File: src/hw/rtl/page_extent_allocator_core_defines.svh
// Assertion macros shared by the page extent allocator RTL.
// Included by files that carry concurrent assertions.
`ifndef PAGE_EXTENT_ALLOCATOR_CORE_DEFINES_SVH
`define PAGE_EXTENT_ALLOCATOR_CORE_DEFINES_SVH

// Implication checked on every rising clock edge outside reset.
`define PEA_ASSERT_IMP(label, clk, rst_n, ante, cons, msg) \
  label: assert property (@(posedge clk) disable iff (!rst_n) (ante) |-> (cons)) \
    else $error(msg);

// Invariant checked on every rising clock edge outside reset.
`define PEA_ASSERT_ALWAYS(label, clk, rst_n, cond, msg) \
  label: assert property (@(posedge clk) disable iff (!rst_n) (cond)) else $error(msg);

`endif

File: src/hw/rtl/pea_pkg.sv
// Package for the page extent allocator: sizes, codes, payload types.
// No dependencies.
package pea_pkg;
  localparam int MaxExtents  = 16;
  localparam int PageShift   = 12;
  localparam int AddrBits    = 48;
  localparam int PageBits    = AddrBits - PageShift;
  localparam int IdxBits     = $clog2(MaxExtents);
  localparam int CntBits     = $clog2(MaxExtents + 1);
  localparam int CntFieldBits = 36;

  typedef logic [AddrBits-1:0] addr_t;
  typedef logic [PageBits-1:0] pages_t;
  typedef logic [IdxBits-1:0]  idx_t;
  typedef logic [CntBits-1:0]  cnt_t;

  typedef enum logic [1:0] {
    ST_OK       = 2'd0,
    ST_NO_SPACE = 2'd1,
    ST_BAD_ARG  = 2'd2,
    ST_FULL     = 2'd3
  } rsp_status_t;

  typedef enum logic {
    OP_ALLOC   = 1'b0,
    OP_RELEASE = 1'b1
  } op_t;

  typedef enum logic {
    REG_BASE  = 1'b0,
    REG_BYTES = 1'b1
  } reg_idx_t;

  typedef struct packed {
    logic                    op;
    logic [CntFieldBits-1:0] page_count;
    logic [47:0]             release_address;
  } in_req_t;

  typedef struct packed {
    logic [47:0] granted_address;
    logic [1:0]  status;
  } out_rsp_t;

  typedef enum logic [3:0] {
    S_SEED, S_IDLE, S_RD, S_CHK, S_ALLOC_WR, S_REL_CHK, S_PREV_RD, S_PREV_CHK,
    S_SHIFT_DN_RD, S_SHIFT_DN_WR, S_SHIFT_UP_RD, S_SHIFT_UP_WR, S_DONE
  } state_t;

  // Memory command from the sequencer to the extent store.
  typedef struct packed {
    logic   wr;
    idx_t   wr_idx;
    addr_t  wr_base;
    pages_t wr_pages;
    idx_t   rd_idx;
  } mem_cmd_t;

  function automatic addr_t run_end(addr_t base, pages_t pages);
    return base + {pages, {PageShift{1'b0}}};
  endfunction
endpackage

File: src/hw/rtl/pea_store.sv
// Extent table storage: base and page count per entry, one write and one
// registered read per cycle. Depends on pea_pkg.
module pea_store
  import pea_pkg::*;
(
  input  logic     clk,
  input  mem_cmd_t cmd,
  output addr_t    rd_base,
  output pages_t   rd_pages
);
  addr_t  base_mem  [MaxExtents];
  pages_t pages_mem [MaxExtents];

  always_ff @(posedge clk) begin
    if (cmd.wr) begin
      base_mem[cmd.wr_idx]  <= cmd.wr_base;
      pages_mem[cmd.wr_idx] <= cmd.wr_pages;
    end
    rd_base  <= base_mem[cmd.rd_idx];
    rd_pages <= pages_mem[cmd.rd_idx];
  end
endmodule

File: src/hw/rtl/pea_seq.sv
// Sequencer: walks the extent table entry by entry, reading then checking each, with a
// shared address adder, and shifts entries for inserts and removals. Depends on pea_pkg.
`include "page_extent_allocator_core_defines.svh"
module pea_seq
  import pea_pkg::*;
(
  input  logic     clk,
  input  logic     rst_n,
  input  logic     cfg_valid,
  output logic     cfg_ready,
  input  logic     cfg_index,
  input  logic     cfg_known,
  input  logic [47:0] cfg_data,
  input  logic     in_valid,
  output logic     in_stall,
  input  in_req_t  in_data,
  output logic     out_valid,
  input  logic     out_stall,
  output out_rsp_t out_data,
  output mem_cmd_t cmd,
  input  addr_t    rd_base,
  input  pages_t   rd_pages
);
  state_t state_r, state_nxt;
  addr_t  reg_base_r, reg_base_nxt;
  addr_t  reg_bytes_r, reg_bytes_nxt;
  cnt_t   count_r, count_nxt;
  idx_t   idx_r, idx_nxt;      // scan position
  idx_t   tgt_r, tgt_nxt;      // shift target
  logic   op_r, op_nxt;
  pages_t n_r, n_nxt;
  addr_t  addr_r, addr_nxt;
  addr_t  cur_base_r, cur_base_nxt;
  pages_t cur_pages_r, cur_pages_nxt;
  addr_t  ins_base_r, ins_base_nxt;
  pages_t ins_pages_r, ins_pages_nxt;
  addr_t  mv_base_r, mv_base_nxt;
  pages_t mv_pages_r, mv_pages_nxt;
  logic   ovalid_r, ovalid_nxt;
  out_rsp_t odata_r, odata_nxt;

  // Shared arithmetic: one address adder, with its operands chosen per state.
  addr_t  sum_a, sum_b, sum_y;
  logic   [AddrBits:0] seed_sum;
  pages_t n_in;
  cnt_t   idx_ext;
  logic   cfg_take;

  assign sum_y = sum_a + sum_b;
  assign seed_sum = {1'b0, reg_base_r} + {1'b0, reg_bytes_r};
  assign n_in = PageBits'(in_data.page_count);
  assign idx_ext = CntBits'(idx_r);

  // Register writes are taken only between requests.
  assign cfg_ready = (state_r == S_IDLE);
  assign cfg_take  = cfg_valid && cfg_ready && cfg_known;

  assign in_stall  = !(state_r == S_IDLE) || cfg_valid || ovalid_r;
  assign out_valid = ovalid_r;
  assign out_data  = odata_r;

  always_ff @(posedge clk) begin
    if (!rst_n) begin
      state_r     <= S_SEED;
      reg_base_r  <= '0;
      reg_bytes_r <= '0;
      count_r     <= '0;
      ovalid_r    <= 1'b0;
      mv_pages_r  <= '0;
    end else begin
      state_r     <= state_nxt;
      reg_base_r  <= reg_base_nxt;
      reg_bytes_r <= reg_bytes_nxt;
      count_r     <= count_nxt;
      ovalid_r    <= ovalid_nxt;
      mv_pages_r  <= mv_pages_nxt;
    end
    idx_r <= idx_nxt; tgt_r <= tgt_nxt; op_r <= op_nxt; n_r <= n_nxt;
    addr_r <= addr_nxt; cur_base_r <= cur_base_nxt; cur_pages_r <= cur_pages_nxt;
    ins_base_r <= ins_base_nxt; ins_pages_r <= ins_pages_nxt;
    mv_base_r <= mv_base_nxt; odata_r <= odata_nxt;
  end

  always_comb begin
    state_nxt = state_r; reg_base_nxt = reg_base_r; reg_bytes_nxt = reg_bytes_r;
    count_nxt = count_r; idx_nxt = idx_r; tgt_nxt = tgt_r; op_nxt = op_r;
    n_nxt = n_r; addr_nxt = addr_r; cur_base_nxt = cur_base_r;
    cur_pages_nxt = cur_pages_r; ins_base_nxt = ins_base_r;
    ins_pages_nxt = ins_pages_r; mv_base_nxt = mv_base_r; mv_pages_nxt = mv_pages_r;
    ovalid_nxt = ovalid_r && out_stall; odata_nxt = odata_r;
    cmd = '0; cmd.rd_idx = idx_r;
    sum_a = cur_base_r; sum_b = {cur_pages_r, {PageShift{1'b0}}};

    if (cfg_take) begin
      if (cfg_index == REG_BASE) reg_base_nxt = cfg_data;
      else reg_bytes_nxt = cfg_data;
    end

    case (state_r)
      S_SEED: begin
        cmd.wr = 1'b1; cmd.wr_idx = '0; cmd.wr_base = reg_base_r;
        cmd.wr_pages = PageBits'(reg_bytes_r >> PageShift);
        count_nxt = seed_sum[AddrBits] ? '0 : cnt_t'(1);
        state_nxt = S_IDLE;
      end
      S_IDLE: begin
        if (cfg_take) begin
          state_nxt = S_SEED;
        end else if (in_valid && !ovalid_r) begin
          op_nxt = in_data.op; n_nxt = n_in; addr_nxt = in_data.release_address;
          idx_nxt = '0; cmd.rd_idx = '0;
          if (in_data.op == OP_RELEASE && (in_data.release_address == '0 ||
              in_data.release_address[PageShift-1:0] != '0 || n_in == '0)) begin
            odata_nxt = '{granted_address: '0, status: ST_BAD_ARG};
            state_nxt = S_DONE;
          end else if (count_r == '0) begin
            if (in_data.op == OP_ALLOC) begin
              odata_nxt = '{granted_address: '0, status: ST_NO_SPACE};
              state_nxt = S_DONE;
            end else begin
              cmd.wr = 1'b1; cmd.wr_idx = '0;
              cmd.wr_base = in_data.release_address; cmd.wr_pages = n_in;
              count_nxt = cnt_t'(1);
              odata_nxt = '{granted_address: '0, status: ST_OK};
              state_nxt = S_DONE;
            end
          end else begin
            state_nxt = S_RD;
          end
        end
      end
      S_RD: state_nxt = S_CHK;   // read data lands
      S_CHK: begin
        cur_base_nxt = rd_base; cur_pages_nxt = rd_pages;
        if (op_r == OP_ALLOC) begin
          if (rd_pages >= n_r) begin
            odata_nxt = '{granted_address: rd_base, status: ST_OK};
            cur_pages_nxt = rd_pages - n_r;
            state_nxt = S_ALLOC_WR;
          end else if (idx_ext + 1'b1 >= count_r) begin
            odata_nxt = '{granted_address: '0, status: ST_NO_SPACE};
            state_nxt = S_DONE;
          end else begin
            idx_nxt = idx_r + 1'b1; cmd.rd_idx = idx_r + 1'b1; state_nxt = S_RD;
          end
        end else begin
          if (addr_r < rd_base) begin
            state_nxt = S_REL_CHK;
          end else if (idx_ext + 1'b1 >= count_r) begin
            idx_nxt = idx_r; tgt_nxt = idx_r; // append at count
            state_nxt = S_REL_CHK;
          end else begin
            idx_nxt = idx_r + 1'b1; cmd.rd_idx = idx_r + 1'b1; state_nxt = S_RD;
          end
        end
      end
      S_ALLOC_WR: begin
        sum_a = cur_base_r; sum_b = {n_r, {PageShift{1'b0}}};
        if (cur_pages_r == '0) begin
          // Extent emptied: close the gap from idx upward.
          count_nxt = count_r - 1'b1;
          if (idx_ext + 1'b1 < count_r) begin
            cmd.rd_idx = idx_r + 1'b1; state_nxt = S_SHIFT_DN_RD;
          end else begin
            state_nxt = S_DONE;
          end
        end else begin
          cmd.wr = 1'b1; cmd.wr_idx = idx_r; cmd.wr_base = sum_y;
          cmd.wr_pages = cur_pages_r;
          state_nxt = S_DONE;
        end
      end
      S_REL_CHK: begin
        // Here cur holds entry idx; decide merge, insert, append or full.
        sum_a = addr_r; sum_b = {n_r, {PageShift{1'b0}}};
        odata_nxt = '{granted_address: '0, status: ST_OK};
        if (addr_r < cur_base_r && sum_y == cur_base_r) begin
          cur_base_nxt = addr_r; cur_pages_nxt = cur_pages_r + n_r;
          cmd.wr = 1'b1; cmd.wr_idx = idx_r; cmd.wr_base = addr_r;
          cmd.wr_pages = cur_pages_r + n_r;
          if (idx_r != '0) begin
            cmd.rd_idx = idx_r - 1'b1; state_nxt = S_PREV_RD;
          end else begin
            state_nxt = S_DONE;
          end
        end else if (count_r >= cnt_t'(MaxExtents)) begin
          odata_nxt = '{granted_address: '0, status: ST_FULL};
          state_nxt = S_DONE;
        end else begin
          ins_base_nxt = addr_r; ins_pages_nxt = n_r;
          // Insert position: idx if below, else count (append).
          if (!(addr_r < cur_base_r)) idx_nxt = idx_r + 1'b1;
          tgt_nxt = IdxBits'(count_r);
          count_nxt = count_r + 1'b1;
          cmd.rd_idx = IdxBits'(count_r) - 1'b1;
          state_nxt = S_SHIFT_UP_RD;
          if (!(addr_r < cur_base_r)) begin
            cmd.wr = 1'b1; cmd.wr_idx = IdxBits'(count_r); cmd.wr_base = addr_r;
            cmd.wr_pages = n_r; state_nxt = S_DONE;
          end
        end
      end
      S_PREV_RD: begin
        cmd.rd_idx = idx_r - 1'b1;
        state_nxt = S_PREV_CHK;
      end
      S_PREV_CHK: begin
        sum_a = rd_base; sum_b = {rd_pages, {PageShift{1'b0}}};
        if (sum_y == cur_base_r) begin
          cmd.wr = 1'b1; cmd.wr_idx = idx_r - 1'b1; cmd.wr_base = rd_base;
          cmd.wr_pages = cur_pages_r + rd_pages;
          count_nxt = count_r - 1'b1;
          if (idx_ext + 1'b1 < count_r) begin
            cmd.rd_idx = idx_r + 1'b1; state_nxt = S_SHIFT_DN_RD;
          end else begin
            state_nxt = S_DONE;
          end
        end else begin
          state_nxt = S_DONE;
        end
      end
      S_SHIFT_DN_RD: begin
        cmd.rd_idx = idx_r + 1'b1;
        state_nxt = S_SHIFT_DN_WR;
      end
      S_SHIFT_DN_WR: begin
        // Move entry idx+1 down to idx.
        cmd.wr = 1'b1; cmd.wr_idx = idx_r; cmd.wr_base = rd_base; cmd.wr_pages = rd_pages;
        idx_nxt = idx_r + 1'b1;
        if (idx_ext + 1'b1 < CntBits'(count_r)) begin
          cmd.rd_idx = idx_r + 2'd2; state_nxt = S_SHIFT_DN_RD;
        end else begin
          state_nxt = S_DONE;
        end
      end
      S_SHIFT_UP_RD: begin
        cmd.rd_idx = tgt_r - 1'b1;
        state_nxt = S_SHIFT_UP_WR;
      end
      S_SHIFT_UP_WR: begin
        // Move entry tgt-1 up to tgt, then drop the new run in at idx.
        cmd.wr = 1'b1; cmd.wr_idx = tgt_r; cmd.wr_base = rd_base; cmd.wr_pages = rd_pages;
        tgt_nxt = tgt_r - 1'b1;
        if (tgt_r - 1'b1 == idx_r) begin
          mv_base_nxt = ins_base_r; mv_pages_nxt = ins_pages_r;
          state_nxt = S_DONE;
        end else begin
          cmd.rd_idx = tgt_r - 2'd2; state_nxt = S_SHIFT_UP_RD;
        end
      end
      S_DONE: begin
        if (op_r == OP_RELEASE && tgt_r == idx_r && odata_r.status == ST_OK &&
            mv_pages_r != '0) begin
          cmd.wr = 1'b1; cmd.wr_idx = idx_r; cmd.wr_base = mv_base_r;
          cmd.wr_pages = mv_pages_r;
        end
        mv_pages_nxt = '0;
        if (!ovalid_r) begin
          ovalid_nxt = 1'b1; state_nxt = S_IDLE;
        end
      end
      default: state_nxt = S_IDLE;
    endcase
  end

  `PEA_ASSERT_ALWAYS(a_count_range, clk, rst_n, count_r <= cnt_t'(MaxExtents), "count over depth")
  `PEA_ASSERT_IMP(a_busy_stall, clk, rst_n, state_r != S_IDLE, in_stall, "accepted while busy")
  `PEA_ASSERT_IMP(a_out_hold, clk, rst_n, ovalid_r && out_stall, ##1 ovalid_r, "result lost")
endmodule

File: src/hw/rtl/page_extent_allocator_core.sv
// Top level of the page extent allocator: sequencer plus extent store.
// Depends on pea_pkg, pea_seq and pea_store.
// A request is accepted, then each table entry scanned is read and checked, the
// outcome is decided, a release that also merges with the entry below reads and
// checks that entry, each entry moved on an insert or removal is read and written,
// and the result is posted; scan and moves together cover the table once. The
// one-read, one-write extent store sets this order of work. Config writes are taken
// only while idle and reseed the table in the following cycle. One result per
// request; the next request is taken once the result has been accepted.
module page_extent_allocator_core
  import pea_pkg::*;
(
  input  logic        clk,
  input  logic        rst_n,
  input  logic        cfg_valid,
  output logic        cfg_ready,
  input  logic [0:0]  cfg_index,
  input  logic [47:0] cfg_data,
  input  logic        in_valid,
  output logic        in_stall,
  input  in_req_t     in_data,
  output logic        out_valid,
  input  logic        out_stall,
  output out_rsp_t    out_data
);
  mem_cmd_t cmd;
  addr_t    rd_base;
  pages_t   rd_pages;

  pea_seq u_seq (
    .clk, .rst_n, .cfg_valid, .cfg_ready, .cfg_index(cfg_index[0]), .cfg_known(1'b1),
    .cfg_data, .in_valid, .in_stall, .in_data, .out_valid, .out_stall,
    .out_data, .cmd, .rd_base, .rd_pages
  );

  pea_store u_store (.clk, .cmd, .rd_base, .rd_pages);
endmodule

File: config.mk
export PLATFORM = sky130hd
export DESIGN_NAME = page_extent_allocator_core
export DESIGN_NICKNAME = d
export VERILOG_FILES = /design/src/hw/rtl/pea_pkg.sv /design/src/hw/rtl/pea_store.sv /design/src/hw/rtl/pea_seq.sv /design/src/hw/rtl/page_extent_allocator_core.sv
export VERILOG_INCLUDE_DIRS = /design/src /design/src/hw/rtl
export SDC_FILE = /design/constraint.sdc
export NUM_CORES = 2
export LEC_CHECK = 0
export BUFFER_PORTS_ARGS = -buffer_cell sky130_fd_sc_hd__buf_2
export CAP_MARGIN = 15
export CORE_AREA = 2 2 394 396
export CTS_CLUSTER_SIZE = 12
export DETAILED_ROUTE_END_ITERATION = 7
export DIE_AREA = 0 0 396 398
export PLACE_DENSITY = 0.76
export SLEW_MARGIN = 40
export SYNTH_ARGS = -nofsm -noshare
export SYNTH_HDL_FRONTEND = slang
export SYNTH_SLANG_ARGS = --single-unit
File: constraint.sdc
create_clock -name clk -period 14.5 [get_ports clk]
set_clock_uncertainty 0.2 [all_clocks]
set_input_delay 2.9 -clock clk [delete_from_list [all_inputs] [get_ports clk]]
set_output_delay 2.9 -clock clk [all_outputs]
set_load 0.01 [all_outputs]
# == After elaboration in Yosys (flattened, before gate mapping) ==
# Memories as Yosys holds them, arrays and structs flattened. A register that Yosys moved wholly into a read port is not among the register bits.
# Index checks and enable logic that the tools add are counted.
# classes
addsub,14
n_lt_le_gt_ge,6
eq_ne,35
n_mux,89
bitwise,4
n_reduce_logical,42
# op_table
cell,count
one-hot mux 89 bit (8 select lines),1
2-to-1 mux 89 bit,6
2-to-1 mux 93 bit,5
2-to-1 mux 50 bit,8
one-hot mux 48 bit (2 select lines),3
one-hot mux 50 bit (3 select lines),1
2-to-1 mux 36 bit,4
one-hot mux 36 bit (2 select lines),2
2-to-1 mux 4 bit,31
less-than comparator 48 bit,2
adder 36 bit,2
zero test 36 bit,2
adder 48 x 48 -> 49 bit,1
adder 48 bit,1
equality test 48 bit,1
zero test 48 bit,1
2-to-1 mux 48 bit,1
one-hot mux 4 bit (12 select lines),1
2-to-1 mux 5 bit,9
one-hot mux 4 bit (10 select lines),1
>= comparator 36 bit,1
nonzero test 36 bit,1
subtractor 36 bit,1
one-hot mux 5 bit (5 select lines),1
41 further kinds,103
# totals
register_bits,501
ramBits,1344
input_bits,139
out_inout_bits,53
elab_cells,210
n_memories,2
# memory_table
memory,words,word_bits,rd,rd_ports_with_merged_regs,write_ports,line,text
u_store.base_mem,16,48,1,1,1,pea_store.sv:11,addr_t base_mem [MaxExtents];
u_store.pages_mem,16,36,1,1,1,pea_store.sv:12,pages_t pages_mem [MaxExtents];

# == Depth between registers and ports, before layout ==
# depth
depth_word,10
depth_mapped,33
mapped_depth_nobuf,25

# == Cells and area by module ==
# A second synthesis with hierarchy kept.
# hier_totals
hier_cells,6421
area_unflattened_um2,89358.2
# modules_own_cells
mod,n_inst,cells_each,area_each_um2
pea_store,1,2154,52056.2
pea_seq,1,4266,37298.3
page_extent_allocator_core,1,1,3.8

# == Least setup slack after synthesis ==
# Ideal clock, no wire load.
# synth_timing
path_kind,reg2reg
startpoint,register u_seq.state_r[1]
endpoint,memory u_store.base_mem[8][0] (netlist name) (enable)
setup_ns,0.527
t_arrival_ns,10.642
required_ns,13.773
path_slack_ns,3.131
stages_incl_launch_ff,27
n_path_buf,8
cell_sequence,dfxtp_1 -> buf_2 -> clkbuf_1 -> clkbuf_1 -> buf_1 -> clkbuf_1 -> mux2i_1 -> o21ai_0 -> ha_1 -> clkbuf_1 -> nand4_1 -> nand3_1 -> a32o_1 -> a2111o_1 -> a221o_1 -> a2111o_1 -> and2_1 -> xnor3_1 -> or4_1 -> nor4_4 -> and2_1 -> buf_6 -> clkbuf_1 -> o21ai_0 -> a21oi_1 -> o311ai_0 -> nor2_1
# synth_between
elab_chain_cells,10
elab_cells_between_ends,21
# synth_rtl
element,line,text
"start, declared",pea_seq.sv:24,"state_t state_r, state_nxt;"
"start signal, assigned",pea_seq.sv:71,state_r <= state_nxt;
equality test 4 x 3 -> 1 bit,pea_seq.sv:99,case (state_r)
OR reduction 2 bit (no source line),-,
one-hot mux 48 bit (2 select lines),pea_seq.sv:99,
adder 48 bit,pea_seq.sv:49,assign sum_y = sum_a + sum_b;
equality test 48 bit,"pea_seq.sv:177, pea_seq.sv:209",
logical AND 1 bit,pea_seq.sv:177,if (addr_r < cur_base_r && sum_y == cur_base_r) begin
2-to-1 mux 93 bit,pea_seq.sv:177,
one-hot mux 89 bit (8 select lines) (*),pea_seq.sv:99,
2-to-1 mux 1 bit,pea_store.sv:15,if (cmd.wr) begin
2-to-1 mux 1 bit (not written as such),pea_store.sv:16,base_mem[cmd.wr_idx] <= cmd.wr_base;
"end, declared",pea_store.sv:11,
# Mark *: on every way between the ends. The rest lies on a longest branch, timed or not.

# == Worst setup path after layout ==
# layout_timing
startpoint,register u_seq.state_r[1]
endpoint,memory u_store.pages_mem[6][12] (netlist name) (enable)
# layout_between
elab_chain_cells,10
elab_cells_between_ends,21
# layout_rtl
element,line,text
equality test 4 x 3 -> 1 bit,pea_seq.sv:99,
OR reduction 2 bit (no source line),-,
one-hot mux 48 bit (2 select lines),pea_seq.sv:99,
adder 48 bit,pea_seq.sv:49,
equality test 48 bit,"pea_seq.sv:177, pea_seq.sv:209",
logical AND 1 bit,pea_seq.sv:177,
2-to-1 mux 93 bit,pea_seq.sv:177,
one-hot mux 89 bit (8 select lines) (*),pea_seq.sv:99,
2-to-1 mux 1 bit,pea_store.sv:15,
2-to-1 mux 1 bit (not written as such),pea_store.sv:17,pages_mem[cmd.wr_idx] <= cmd.wr_pages;
"end, declared",pea_store.sv:12,
# Marks and branches as above.

==> run_results.csv <==
group,metric,value,unit
run_status,status,"finished, violations left",
run_status,violations,"design-rule violations",
sta,setup_viol,0,
worst_setup_path,cp.arrival,11.29,ns
worst_setup_path,path_max_fanout,51,
synthesis,synth_top_area_share,0.560,
worst_setup_path,start_kind,"flop",
sta,tns,0,ns
grt,grt_max_degree,185,
floorplanning,start_util,0.596,
sta,setup_slack,3.47,ns
synthesis,synth_cells,7273,
sta,slew_violations,0,
route,drc,3,
synthesis,synth-edff-count,1703,
sta,finalCritPeriodShare,0.760,
floorplanning,die_h,398,um
floorplanning,fp-row-count,144,
placement,place_ws,3.02,ns
floorplanning,die_area,158000,sq um
sta,worst_pin_slew,0.920,ns
clocking,clk_latency,0.87,ns
route,wl_per_cell,31.6,um
route,final_antenna_net_count,0,
worst_setup_path,path_class,"flop to flop",
route,drt_iter0_markers,9195,
clocking,postCtsSetupBuffers,0,
floorplanning,die_w,396,um
grt,grt_pass1_vias,61700,
power,power_density,176,nW/um^2
synthesis,syn-num-nets,7721,
layout,layout-drive-gt1-share,0.138,
route,num_vias,65200,
clocking,clk_path_buf_depth,3,
power,p_leak,36.3,nW
synthesis,seq_area_frac_synth,0.609,
placement,portBuffers,191,
worst_setup_path,reg2reg_depth,26,
grt,antenna_found_initial,14,
route,viasPerCell,6.79,
worst_setup_path,worst_setup_path_end_kind,"flop",
placement,hpwl,205000,um
clocking,clk_pin_slew_worst_paths,0.06,ns
power,total_power,17.8,mW
synthesis,ys_ff_latch,1929,
run,drv_cap,0,
synthesis,yosys.area.top_type,"edfxtp_1",
worst_hold_path,hold_depth,0,
layout,finalNonFillerCells,9593,
grt,grt_pass1_wl,429000,um
route,drtPass1Iterations,8,
sta,rsz0062_at_grt,"no",
clocking,htree_levels,4,
clocking,cts_resized,0,
synthesis,synth-main-ff-cell,"edfxtp_1",
clocking,cts.hold.buffers_added,0,
grt,track_usage,0.377,
sta,period_minus_slack,11.03,ns
placement,place_inst,9222,
synthesis,synth_cell_types,94,
synthesis,ys_async_sr_fraction,0,
grt,overflow,0,
synthesis,syn_area_per_cell,12.6,sq um
clocking,root_buffer,"clkbuf_16",
synthesis,synthTopCellsByArea,"edfxtp_1, dfxtp_1, mux2i_1",
power,ir_drop,0.000160,V
clocking,cts_tree,"done",
sta,maxSlewHeadroom,0.387,
worst_setup_path,cp.required,14.77,ns
layout,final_cell_mix,"edfxtp_1, nand2_1, a21oi_1",
clocking,clock_sinks,1929,
floorplanning,io_pins,192,
synthesis,syn_area,91300,sq um
layout,final_net_count,7826,
worst_hold_path,hold_path_class,"flop to flop",
layout,syn2layout_area_growth,10.5,%
sta,max_freq,90.7,MHz
clocking,numCtsBuffers,194,
placement,gp_congestion,1.07,
route,drt-total-wl,304000,um
layout,final_common_cell,"edfxtp_1",
synthesis,yosys_warnings,0,
sta,finalHoldViolations,0,
floorplanning,coreArea,153000,sq um
worst paths after layout:
| kind | slack, ns | from | endpoint |
|---|---|---|---|
| min | 0.21 | u_seq.ins_base_r[12] | u_seq.mv_base_r[12] |
| max | 3.47 | u_seq.state_r[1] | u_store.pages_mem[6][12] |
| min reg2reg | 0.21 | u_seq.ins_base_r[12] | u_seq.mv_base_r[12] |
| max reg2reg | 3.47 | u_seq.state_r[1] | u_store.pages_mem[6][12] |
where the power goes:
part / total (mW) / switching (mW) / internal (mW)
clock network: 4.85 / 2.15 / 2.71
registers: 7.19 / 0.587 / 6.60
logic: 5.74 / 3.67 / 2.06
layout make-up:
cell class	instances	area (sq um)
tap	2044	2560
multi-input combinational	4715	33500
antenna	8	20.0
clock inverter	38	559
clock buffer	321	5600
timing repair buffer	333	2300
sequential	1929	55700
fill	11000	52400
inverter	205	773
flip-flops by register name, indices dropped and copies added (netlist names), 4 cells and up:
signal and count:
u_seq.ins_base_r 48, u_seq.idx_r 4, u_store.base_mem 768, u_seq.n_r 36, u_seq.out_data 50, u_seq.mv_base_r 48
u_store.rd_pages 36, u_seq.tgt_r 4, u_seq.count_r 5, u_seq.reg_base_r 48, u_seq.cur_pages_r 36, u_store.rd_base 48
u_seq.cur_base_r 48, u_seq.ins_pages_r 36, u_seq.reg_bytes_r 48, u_store.pages_mem 576, u_seq.state_r 4, u_seq.addr_r 48
u_seq.mv_pages_r 36
layer usage:
metal	up-vias	GRT usage	wire length [um]
li1	28100	-	-
met1	32300	0.527	120000
met2	4009	0.544	128000
met4	6	0.191	17400
met3	779	0.103	37400
met5	-	0	36
Yosys cell counts (all sizes together), types with 10 or more instances:
master  number
a211oi      30
a21o       105
a21oi      433
a221o       94
a221oi      29
a222oi      19
a22o        51
a22oi       26
a31oi       25
and2        17
and3        29
buf        163
clkbuf     261
dfxtp      226
edfxtp    1703
ha         304
inv        202
mux2       341
mux2i      394
nand2      947
nand2b      44
nand3       84
nand3b      35
nand4      142
nor2       203
nor2b       38
nor3        76
nor4       105
o211ai     352
o21a        24
o21ai      333
o21bai      13
o221ai      10
o22ai       47
o31ai       10
or2         17
or3         21
xnor2      106
xor2        68
through the flow:
step	hold slack, ns	util	area [sq um]
final	0.213	0.658	101000
after floorplan	0.200	-	91300
after CTS	0.215	0.657	101000
after global routing	0.219	0.658	101000
after detailed placement	0.205	0.617	94600
after global placement	0.201	0.616	94400
worst max-delay path, stage by stage (launching register included):
cell and delay (ns):
dfxtp_4 0.64, buf_4 0.61, buf_4 0.59, mux2i_1 0.14, o21ai_0 0.18, ha_1 0.25
inv_1 0.09, fa_1 0.45, nand2b_1 0.22, a211oi_2 0.48, o211ai_1 0.35, a211oi_1 0.41
o311ai_1 0.15, a21o_1 0.35, mux2i_1 0.22, or4_1 0.51, or4_1 0.55, nor4_4 0.35
buf_4 0.26, and2_2 0.50, nor2_1 0.14, nor2_4 0.10, buf_4 0.63, a21oi_1 0.39
nand2b_1 0.44, nor2_4 0.60, buf_4 0.68
cell families (layout without fill, tap and decap cells):
logic type / Yosys count / after routing / synth area share
compound gates: 1695 / 1695 / 0.124
mux: 735 / 735 / 0.0852
buf+inv: 629 / 897 / 0.0294
simple gates: 1798 / 1798 / 0.0915
flops: 1929 / 1929 / 0.609
fa+ha+maj: 309 / 309 / 0.0427
xor+xnor: 178 / 178 / 0.0177
other cells: 0 / 8 / 0
Note: power is estimated with default switching activity, not from simulation.
